==> src/sv/stq_div.sv <==
// Restoring divider, one quotient bit per cycle.
module stq_div (
    input  logic        i_clk,
    input  logic        i_rst_n,
    input  logic        i_start,
    input  logic [31:0] i_dividend,
    input  logic [19:0] i_divisor,
    output logic        o_done,
    output logic [31:0] o_quot
);
    logic        r_busy;
    logic        r_done;
    logic [4:0]  r_cnt;
    logic [19:0] r_rem;
    logic [31:0] r_q;
    logic [19:0] r_dvs;
    logic [20:0] w_sh;
    logic        w_ge;
    logic [20:0] w_sub;

    assign w_sh  = {r_rem, r_q[31]};
    assign w_ge  = w_sh >= {1'b0, r_dvs};
    assign w_sub = w_sh - {1'b0, r_dvs};

    always_ff @(posedge i_clk) begin
        if (!i_rst_n) begin
            r_busy <= 1'b0;
            r_done <= 1'b0;
            r_cnt  <= '0;
        end else begin
            r_done <= 1'b0;
            if (i_start) begin
                r_busy <= 1'b1;
                r_cnt  <= 5'd31;
            end else if (r_busy) begin
                r_cnt <= r_cnt - 5'd1;
                if (r_cnt == 5'd0) begin
                    r_busy <= 1'b0;
                    r_done <= 1'b1;
                end
            end
        end
    end

    always_ff @(posedge i_clk) begin
        if (i_start) begin
            r_rem <= '0;
            r_q   <= i_dividend;
            r_dvs <= i_divisor;
        end else if (r_busy) begin
            r_rem <= w_ge ? w_sub[19:0] : w_sh[19:0];
            r_q   <= {r_q[30:0], w_ge};
        end
    end

    assign o_done = r_done;
    assign o_quot = r_q;
endmodule

==> config.mk <==
export PLATFORM = sky130hd
export DESIGN_NAME = stq_div
export DESIGN_NICKNAME = d
export VERILOG_FILES = /design/src/sv/stq_div.sv
export SDC_FILE = /design/constraint.sdc
export NUM_CORES = 1
export LEC_CHECK = 0
export ABC_AREA = 1
export BUFFER_PORTS_ARGS = -buffer_cell sky130_fd_sc_hd__clkbuf_2
export CORE_MARGIN = 1
export CORE_UTILIZATION = 55
export CTS_BUF_LIST = sky130_fd_sc_hd__clkbuf_4 sky130_fd_sc_hd__clkbuf_8 sky130_fd_sc_hd__clkbuf_16
export DETAILED_ROUTE_END_ITERATION = 7
export PLACE_DENSITY = 0.75
export SLEW_MARGIN = 20
export SYNTH_ARGS = -nofsm -noshare
export SYNTH_HDL_FRONTEND = slang
export SYNTH_SLANG_ARGS = --single-unit
export TNS_END_PERCENT = 100
==> constraint.sdc <==
create_clock -name i_clk -period 3.35 [get_ports i_clk]
set_input_delay 0.67 -clock i_clk [delete_from_list [all_inputs] [get_ports i_clk]]
set_output_delay 0.67 -clock i_clk [all_outputs]
set_load 0.01 [all_outputs]
==> metrics.txt <==
Area growth syn-to-layout 15.36%; Yosys warnings 0; clk slew on worst S/H paths around 0.090 ns; post-synth top area share between 30% and 40%; CTS buffer count 9; LEAKAGE about 2.9 nW; largest net degree at the start of global routing 39; Mapped Area between 4000 and 5000 um2; area occupied by registers approximately 2100 um2; worst setup margin between 1 and 1.5 ns; Root Buffer clkbuf_8; syn nets approximately 680; Critical Path Slowest Stage Cell edfxtp_1; PortBufs a little under 90; Slew Limit Headroom about three fifths; hpwl dp slightly below 8000 um; floorplan row count 33; clock sink count a little under 80; clk_skew 0.01175 ns; Die Wd about 95 um; part of the cycle the worst path needs 66.14%; cell taking the most area after synthesis edfxtp_1; fraction of the mapped netlist area in adder cells a little over 6%; Post-synth EDFFs 52; Slew @ Worst Pin ~0.6 ns; Initial Util between 50% and 60%; layout cells sized above 1 between 20 and 25%; FILL cells 731; DRC Markers 0; Antenna Nets Post-Route 0; num ports approximately 90; critical path's most frequent cell nand2_1; CORE AREA ~8300 um2; max_cap viols 0; largest stage delay on the critical path about 0.40 ns; Setup TNS 0 ns; fmax about 450 MHz; largest family of logic cells by synthesized area simple AND/OR/NAND/NOR gates; Synth cell types 39; vias in the first global route 3,936; flops & latches, synth just under 80; CP startpoint kind flip-flop; Synth area leaders edfxtp_1, nand2_1, dfxtp_1; Skew-Pair Late Insertion Delay 0.34 ns; area of the multi-input gates between 2000 and 2500 um2; vias post-DR just over 4,000; Final setup viols 0; Post-Place Cells around 790; n_diodes 0; post-synthesis compound-gate area fraction around 4.3%; Synth Area in XOR/XNOR approximately 1.7%; count leader, synth nand2_1; VDD IR max approximately 0.31 mV; wire per inst between 10 and 15 um; CP Data Arrival Time between 2 and 2.5 ns; post-route insts no fill about 800; RSZ-0062 raised after global routing no; Post-synth top flop edfxtp_1; status finished clean; Slew Limit Fails 0; Die Span Y between 90 and 100 um; Worst Setup Path Type reg2reg; Setup Fix Bufs, Post-CTS 0; CP endpoint kind flip-flop; Total Power between 2 and 2.5 mW; CP Max Fanout 22; Initial DRT Pass Iterations 5; CTS H-tree depth 3; final net count 772; post-synthesis mux area share 0%; most frequent cells after synthesis nand2_1, inv_1, edfxtp_1; Synth async-reset ratio 0%; Tmin final about 2.2 ns; Worst Hold Class reg2reg; maximum root-to-sink buffer count 2; total wire length 10,660 um; DR vias/cell just over 5; hold-fix buffer count after cts 0; PostCTS Resize Cnt 0; GPL Wtd Cong around 0.89; DP Worst Slack around 1.1 ns; final hold violations 0; Die Area 8993 um2; Mapped Cells 606; initial drt markers about 250; Worst EP required 3.57 ns; Avg Cell Area, Syn about 7.8 um2; Overflow after GRT 0; cell area power density 418.3 nW/um2; first-pass GRT wire length 17,800 um; TritonCTS clock tree yes; initial antenna violation count 0; simple-gate share of the synthesized area about 34%; post-synthesis sequential area ratio between 40% and 50%; total track usage 25.80%; critical-path cell list inv_1, ha_1, nand2_1, nor2_2, nand2_1, nand3_2, nand2_2, nand2_2, nand2_4, nand2_4, nand2_1, nand3_1, o21ai_1
[sequential cells by signal (all words and copies together), names as in the netlist]
| signal | flops |
|---|---|
| o_quot | 32 |
| o_done | 1 |
| r_cnt | 5 |
| r_rem | 20 |
| r_dvs | 20 |
| r_busy | 1 |
[placed cells by master, fill, tap and decap left out, drive strengths merged, types with 5 or more instances in the layout]
master,Yosys,routed
buf,10,7
xnor2,8,8
nor2,29,29
dfxtp,27,27
ha,22,22
o21ai,16,16
inv,91,92
nand2,240,240
edfxtp,52,52
clkbuf,7,98
a21oi,13,13
nor3,5,5
nand3b,10,10
nand3,62,62
[cells by family after synthesis]
family                   after synthesis
AO/OA/AOI/OAI                         35
adder cells (fa/ha/maj)               23
AND/OR/NAND/NOR                      351
buffers and inverters                109
flip-flops                            79
XOR/XNOR                               9
[routing by layer]
layer  vias up  part of all wire, %  global-route usage, %
met4         0                  1.4                  7.197
met1      1830                   45                  33.90
met3        15                  6.6                  5.314
met2       152                   47                  42.99
met5         -                    0                      0
li1       2098                    -                      -
[critical path: cells and delay by family, from the launching register on]
family | cells | cell delay (ns)
simple gates | 10 | 1.27
compound gates | 1 | 0.06
flops | 1 | 0.40
buf+inv | 1 | 0.06
fa+ha+maj | 1 | 0.31
[worst paths after layout]
kind / slack (ns) / endpoint / start / cells after the start
worst max-delay path: 1.13 / r_rem[4] / r_dvs[1] / 13
worst min-delay path: 0.47 / r_rem[9] / r_rem[9] / 2
worst max register to register: 1.13 / r_rem[4] / r_dvs[1] / 13
worst min register to register: 0.47 / r_rem[9] / r_rem[9] / 2
[area by class of cell]
| cell class | instances | area share (%) |
|---|---|---|
| Tap cell | 105 | 2.403 |
| Multi-Input combinational cell | 418 | 39.66 |
| Timing Repair Buffer | 94 | 9.153 |
| Sequential cell | 79 | 38.44 |
| Inverter | 92 | 6.316 |
| Clock inverter | 5 | 1.487 |
| Clock buffer | 11 | 2.540 |
[per-stage QoR]
step / utilization, % / hold WS (ns) / instance area (um2)
after global routing: 66.21 / 0.4758 / 5468
after floorplan: - / 0.4433 / 4740
final: 66.21 / 0.4748 / 5468
after CTS: 66.21 / 0.4732 / 5468
after global placement: 63.55 / 0.4554 / 5248
after detailed placement: 63.55 / 0.4594 / 5248
[report_power, final]
| part | switching, mW | total (mW) | internal (mW) |
|---|---|---|---|
| clock network | 0.351 | 0.790 | 0.438 |
| registers | 0.0349 | 1.16 | 1.12 |
| logic | 0.213 | 0.341 | 0.129 |
Power figures use the tool's default switching activity.
