--- src/sv/stq_pkg.sv ---
// Shared types and constants for the sorted timer queue.
package stq_pkg;

    localparam logic [1:0] CMD_SCHED  = 2'd0;
    localparam logic [1:0] CMD_CANCEL = 2'd1;
    localparam logic [1:0] CMD_TICK   = 2'd2;

    localparam logic [2:0] KIND_SCHED     = 3'd0;
    localparam logic [2:0] KIND_FULL      = 3'd1;
    localparam logic [2:0] KIND_CANCELLED = 3'd2;
    localparam logic [2:0] KIND_NOT_SCHED = 3'd3;
    localparam logic [2:0] KIND_FIRED     = 3'd4;
    localparam logic [2:0] KIND_NONE      = 3'd5;

    localparam logic [19:0] TS_RESET = 20'd16667;

    typedef struct packed {
        logic [1:0]         cmd;
        logic [31:0]        now_tick;
        logic signed [31:0] duration_us;
        logic               is_wait;
        logic [15:0]        thread_id;
        logic [7:0]         arg_count;
    } t_in;

    typedef struct packed {
        logic [2:0]  kind;
        logic [15:0] fired_thread;
        logic        fired_wait;
        logic [7:0]  fired_args;
        logic [51:0] elapsed_us;
        logic        last;
    } t_out;

    typedef struct packed {
        logic [32:0] deadline;
        logic [15:0] thread;
        logic        is_wait;
        logic [7:0]  args;
        logic [31:0] start_tick;
    } t_entry;

    typedef struct packed {
        logic       do_ins;
        logic       do_cancel;
        logic       do_pop;
        t_entry     new_ent;
        logic [15:0] thr;
    } t_cell_ctl;

endpackage

--- src/sv/stq_cell.sv ---
// One slot of the sorted chain: holds an entry and shifts it left or right.
module stq_cell (
    input  logic               i_clk,
    input  logic               i_rst_n,
    input  stq_pkg::t_cell_ctl i_ctl,
    input  logic               i_left_keep,
    input  logic               i_left_valid,
    input  stq_pkg::t_entry    i_left_ent,
    input  logic               i_right_valid,
    input  stq_pkg::t_entry    i_right_ent,
    input  logic               i_pref,
    output logic               o_keep,
    output logic               o_pref,
    output logic               o_valid,
    output stq_pkg::t_entry    o_ent
);
    import stq_pkg::*;

    logic   r_valid;
    t_entry r_ent;
    logic   n_valid;
    t_entry n_ent;
    logic   w_match;

    assign o_keep  = r_valid && (r_ent.deadline <= i_ctl.new_ent.deadline);
    assign w_match = r_valid && (r_ent.thread == i_ctl.thr);
    assign o_pref  = i_pref | w_match;

    always_comb begin
        n_valid = r_valid;
        n_ent   = r_ent;
        if (i_ctl.do_ins) begin
            if (!o_keep) begin
                if (i_left_keep) begin
                    n_valid = 1'b1;
                    n_ent   = i_ctl.new_ent;
                end else begin
                    n_valid = i_left_valid;
                    n_ent   = i_left_ent;
                end
            end
        end else if ((i_ctl.do_cancel && o_pref) || i_ctl.do_pop) begin
            n_valid = i_right_valid;
            n_ent   = i_right_ent;
        end
    end

    always_ff @(posedge i_clk) begin
        if (!i_rst_n) begin
            r_valid <= 1'b0;
        end else begin
            r_valid <= n_valid;
        end
    end

    always_ff @(posedge i_clk) begin
        r_ent <= n_ent;
    end

    assign o_valid = r_valid;
    assign o_ent   = r_ent;
endmodule

--- config.mk ---
export PLATFORM = sky130hd
export DESIGN_NAME = stq_cell
export DESIGN_NICKNAME = d
export VERILOG_FILES = /design/src/sv/stq_pkg.sv /design/src/sv/stq_cell.sv
export SDC_FILE = /design/constraint.sdc
export NUM_CORES = 1
export LEC_CHECK = 0
export BUFFER_PORTS_ARGS = -buffer_cell sky130_fd_sc_hd__buf_4
export CAP_MARGIN = 20
export CORE_AREA = 2 2 149 151
export CTS_CLUSTER_DIAMETER = 200
export DETAILED_ROUTE_END_ITERATION = 10
export DIE_AREA = 0 0 151 153
export GPL_ROUTABILITY_DRIVEN = 0
export GPL_TIMING_DRIVEN = 0
export PLACE_DENSITY = 0.6
export SETUP_SLACK_MARGIN = 0.3
export SYNTH_ARGS = -nofsm -noshare
export SYNTH_HDL_FRONTEND = slang
export SYNTH_SLANG_ARGS = --single-unit
export TNS_END_PERCENT = 100
--- constraint.sdc ---
create_clock -name i_clk -period 4.7 [get_ports i_clk]
set_input_delay 0.94 -clock i_clk [delete_from_list [all_inputs] [get_ports i_clk]]
set_output_delay 0.94 -clock i_clk [all_outputs]
set_load 0.02 [all_outputs]
==> reports/results.tsv, run 1 <==
metric	value	unit
ir_drop	0.0001468	V
regArea	2723	um2
layout.filler_cells	2181	
fin_util	42.83	%
place_hpwl	17680	um
fin_nets	1268	
io_buffers	386	
initialDrtViolationCount	181	
cts_resized	0	
via_per_inst	4.454	
maxCapViolCount	0	
totalPowerFinal	2628	uW
synthXorXnorAreaFrac	2.498	%
setup_viol	0	
dr.pass1.iters	5	
synth-seq-cells	91	
core	21490	um2
slew_headroom	48.72	%
htreeDepth	3	
n_antenna_cell	0	
die_h	153	um
antenna_left	0	
synth_adder_area_share	7.361	%
cts_tree	built	
endpoint_kind	output pin	
clkTransAtPathRegs	60	ps
avgSynthCellArea	10.35	um2
slowest_delay	390	ps
critical_path_arrival	2880	ps
critPathLaunchType	input port	
crit_chain	buf_4 -> inv_1 -> ha_1 -> nand4_1 -> nor4_2 -> nand4_1 -> a21oi_1 -> nor3_1 -> o21a_1 -> buf_4	
totalWireLength	21480	um
netlist_area	5609	um2
grt_max_degree	48	
cpMaxStageDelayCell	nor4_2	
timing.critical_path.buf_inv	3	
multiInputGateArea	2638	um2
synth_cell_types	32	
via_count	5452	
synth_compound_area_share	11.51	%
p_leak	0.004406	uW
clock.fmax	0.2620	GHz
synth_top_family_by_area	multiplexers	
antenna_found_initial	0	
slew_viol_final	0	
layout-drive-gt1-share	43.86	%
hold_violations	0	
synth-simple-area-share	9.369	%
post_cts_buffers	0	
rsz0062_at_grt	no	
drc	0	
numCtsBuffers	9	
fin_crit_sh	81.21	%
worstSetupPathType	in2out	
finish.instance_area	9201	um2
insertion_delay	340	ps
grt_pass1_vias	5675	
hold_buffers	0	
grt_pass1_wl	31460	um
seq_area_frac_synth	48.54	%
cts_root_buffer	clkbuf_16	
hold_path.class	reg2reg	
max-clock-path-buffers	2	
placed_cell_area	8887	um2
wire_per_inst	17.55	um
p_per_area	285.6	nW/um2
cts.sinks	91	
synthCells	542	
area_growth	64.04	%
clock_skew	9.395	ps
ys_warn_count	0	
io_pins	388	
holdWs	608.2	ps
status	finished, final reports clean	
rows	54	
dieArea	23100	um2
crit_required	3760	ps
finalSetupTns	0	ps
synthMuxAreaShare	16.24	%
synth_nets	870	
critPathTopFamily	simple AND/OR/NAND/NOR gates	
grt_usage	18.09	%
overflow	0	
min_period	3817	ps
path_max_fanout	3	
initial_core_util	26.11	%
die_w	151	um
tightest_slew	769.2	ps
==> power breakdown <==
part | leakage [uW] | internal (uW) | switching, uW | total, uW
Clock | 0.000150 | 466 | 329 | 795
Sequential | 0.000905 | 1010 | 45.3 | 1050
Combinational | 0.00335 | 388 | 392 | 780
Total | 0.00441 | 1860 | 766 | 2630
==> worst reg2reg max path, delay by kind of cell, from the launching register on <==
kind                     cells  cell delay [ps]
buffers and inverters        1              330
AO/OA/AOI/OAI                2              450
adder cells (fa/ha/maj)      1              330
AND/OR/NAND/NOR              5             1460
flip-flops                   1              420
==> final timing paths <==
check | startpoint | to | slack (ps) | cells past startpoint
max | i_ctl[101] | o_keep | 880 | 10
min | o_valid$_SDFFE_PN0P_ | o_valid$_SDFFE_PN0P_ | 610 | 2
max reg2reg | o_ent[87]$_DFFE_PP_ | o_ent[22]$_DFFE_PP_ | 1350 | 9
min reg2reg | o_valid$_SDFFE_PN0P_ | o_valid$_SDFFE_PN0P_ | 610 | 2
==> synth_stat cells <==
library cell  number  area (um2)
nor3_1             2       10.01
a31oi_1            1       6.260
nand2_1            9       33.78
and2b_1            1       7.510
nor2_1            97       364.1
xnor2_1           12       105.1
ha_1              33       412.9
nand3_1            1       5.000
nand4_2            1       12.51
o211ai_2           1       12.51
buf_1              4       15.01
a41o_1             1       10.01
o21a_1             1       7.510
a211oi_1           3       22.52
inv_1             34       127.6
xor2_1             4       35.03
mux2i_1           91       910.9
edfxtp_1          90        2703
nor2b_1            2       12.51
o21ai_0            7       35.03
and2_1             1       6.260
a21oi_1          105       525.5
nor4_2             1       12.51
and4_1             2       17.52
o211ai_1           1       7.510
o21ai_1            2       10.01
nor4_1             1       6.260
a211o_1            1       8.760
clkbuf_1          17       63.81
nand4_1            6       37.54
dfxtp_1            1       20.02
buf_2              9       45.04
==> kinds of logic after synthesis <==
group | Yosys count
and+or+nand+nor | 124
AOI/OAI and AO/OA | 123
muxes | 91
DFF | 91
buffers and inverters | 64
adders and majority gates | 33
xor gates and xnor gates | 16
==> per-layer routing <==
layer | part of all wire, % | track usage (%) | vias up | wire [um]
li1 | - | - | 2746 | -
met4 | 1.4 | 4.228 | 0 | 311
met1 | 38 | 20.98 | 2446 | 8244
met2 | 51 | 32.42 | 236 | 11000
met3 | 9.0 | 5.522 | 24 | 1925
met5 | 0 | 0 | - | 0
==> cell type report <==
class                           instances  area share, %
Buffer                                 30          1.346
Clock buffer                            9          2.448
Clock inverter                          6         0.9655
Inverter                               34          1.387
Multi-Input combinational cell        387          28.66
Sequential cell                        91          29.59
Tap cell                              280          3.807
Timing Repair Buffer                  387          31.79
==> cell usage in the layout, fill, tap and decap left out, types with 6 or more instances in the layout <==
cell type / n
mux2i_1: 91
o21ai_0: 7
a21oi_1: 105
nand4_1: 6
ha_1: 33
edfxtp_1: 90
clkbuf_1: 17
xnor2_1: 12
buf_4: 386
nand2_1: 9
buf_2: 9
nor2_1: 97
clkbuf_16: 9
inv_1: 34
==> per-stage QoR <==
stage / cells / worst slack, ps
floorplan: 542 / 950.3
global placement: 1208 / -271.3
detailed placement: 1209 / 643.9
CTS: 1224 / 834.3
global route: 1224 / 740.1
finish: 1224 / 883.3
==> flip-flops by register name, indices dropped and copies added, names as in the netlist <==
register and cells:
o_ent 90, o_valid 1
(Power assumes the default switching activity.)
==> inputs of run 2 (changes only) <==
- CORE_AREA: 2 2 149 151 -> 2 2 150 152
- DIE_AREA: 0 0 151 153 -> 0 0 152 154
- PLACE_DENSITY: 0.6 -> 0.57
- clock period: 4.7 -> 3.6 ns (I/O delays scaled with it)
==> reports/results.tsv, run 2 (synthesis gave the netlist of run 1 again) <==
metric	value	unit
dp.cells	1209	
p_leak	0.004423	uW
r2r_cells	8	
layout_commonest_cell	buf_4	
stdcell_count	1228	
critical_path_arrival	2500	ps
cts_tree	built	
status	finished, final reports clean	
antenna_left	0	
hold_violations	0	
fin_nets	1271	
grt_pass1_vias	5828	
clock_skew	13.31	ps
placed_cell_area	8887	um2
place_hpwl	18110	um
finalSetupTns	0	ps
rows	54	
via_per_inst	4.549	
slew_viol_final	0	
clkTransAtPathRegs	60	ps
p_per_area	366.1	nW/um2
rsz0062_at_grt	yes	
rr_startpoint	o_ent[84]$_DFFE_PP_	
endpoint_kind	output pin	
wire_per_inst	18.35	um
dieArea	23410	um2
grt_pass1_wl	33200	um
drc	0	
grt_usage	18.53	%
place_ws	-241.7	ps
critPathLaunchType	input port	
ir_drop	0.0001938	V
rrSetupSlack	620	ps
grt_max_degree	54	
maxCapViolCount	0	
n_antenna_cell	0	
setup_viol	0	
die_w	152	um
initial_core_util	25.86	%
area_growth	65.87	%
clock.fmax	0.3110	GHz
totalPowerFinal	3406	uW
worstSetupPathType	in2out	
largest_reg_flops	90	
layout-drive-gt1-share	45.25	%
finish.instance_area	9304	um2
path_max_fanout	2	
dr.pass1.iters	4	
cts_root_buffer	clkbuf_16	
min-delay-start	i_rst_n	
io_pins	388	
insertion_delay	350	ps
hold_path.class	in2reg	
htreeDepth	3	
via_count	5586	
overflow	0	
slew_headroom	46.72	%
min_to	o_valid$_SDFFE_PN0P_	
totalWireLength	22540	um
reg2reg_to	o_ent[73]$_DFFE_PP_	
cts.sinks	91	
io_buffers	386	
fin_crit_sh	89.31	%
crit_required	2880	ps
max-clock-path-buffers	2	
numCtsBuffers	9	
layout_setup_ws	384.8	ps
tightest_slew	799.1	ps
min_path_cells	3	
min_period	3215	ps
antenna_found_initial	0	
initialDrtViolationCount	253	
core	21690	um2
final_cell_mix	buf_4, a21oi_1, nor2_1	
die_h	154	um
run 2: per-stage QoR:
step	hold slack, ps	utilization [%]
after floorplan	607.7	-
after global placement	610.2	40.85
after detailed placement	634.6	40.98
after CTS	588.0	42.49
after global routing	595.3	42.90
final	611.6	42.90
run 2: layout make-up:
type	instances	area [um2]
flip-flops and latches	91	2723
fillers	2163	12380
clock inverters	7	73.82
multi-input cells	388	2721
clock buffers	9	225.2
well taps	280	350.3
inverters	34	127.6
plain buffers	30	123.9
repair buffers	389	2959
run 2: power by group:
part           total [uW]  internal [uW]  leakage (uW)  switching (uW)
clock                 976            543      0.000146             433
sequential           1380           1320      0.000905            64.2
combinational        1050            521       0.00337             529
run 2: critical path, stage by stage:
cell and delay [ps]:
buf_6 80, inv_2 40, ha_4 260, nand4_1 190, nor4_4 380, nand4_1 240
a21oi_2 210, nor3_2 70, o21a_1 190, buf_6 130
run 2: layer usage:
metal	up-vias	track usage [%]	wire (um)
li1	2758	-	-
met1	2563	22.21	9116
met2	241	32.95	11410
met3	24	4.256	1578
met4	0	5.830	430
met5	-	0	0
run 2: timing repair:
action	4_1_cts	5_1_grt
cloned	1	0
endpoints found under the setup margin	54	54
pin swaps	2	9
endpoints found under the hold margin	0	0
buffers inserted	0	2
hold buffers	0	0
gates resized for setup	3	14
run 2: worst max-delay path by stage:
| stage | to | from | depth (start not counted) |
|---|---|---|---|
| 6_report | o_keep | i_ctl[100] | 10 |
| 5_1_grt | o_keep | o_ent[82]$_DFFE_PP_ | 8 |
| 4_1_cts | o_keep | i_ctl[105] | 10 |
| 3_5_place_dp | o_ent[44]$_DFFE_PP_ | i_ctl[101] | 11 |
| 3_3_place_gp | o_ent[11]$_DFFE_PP_ | i_ctl[101] | 10 |
| 2_1_floorplan | o_ent[0]$_DFFE_PP_ | i_ctl[103] | 9 |
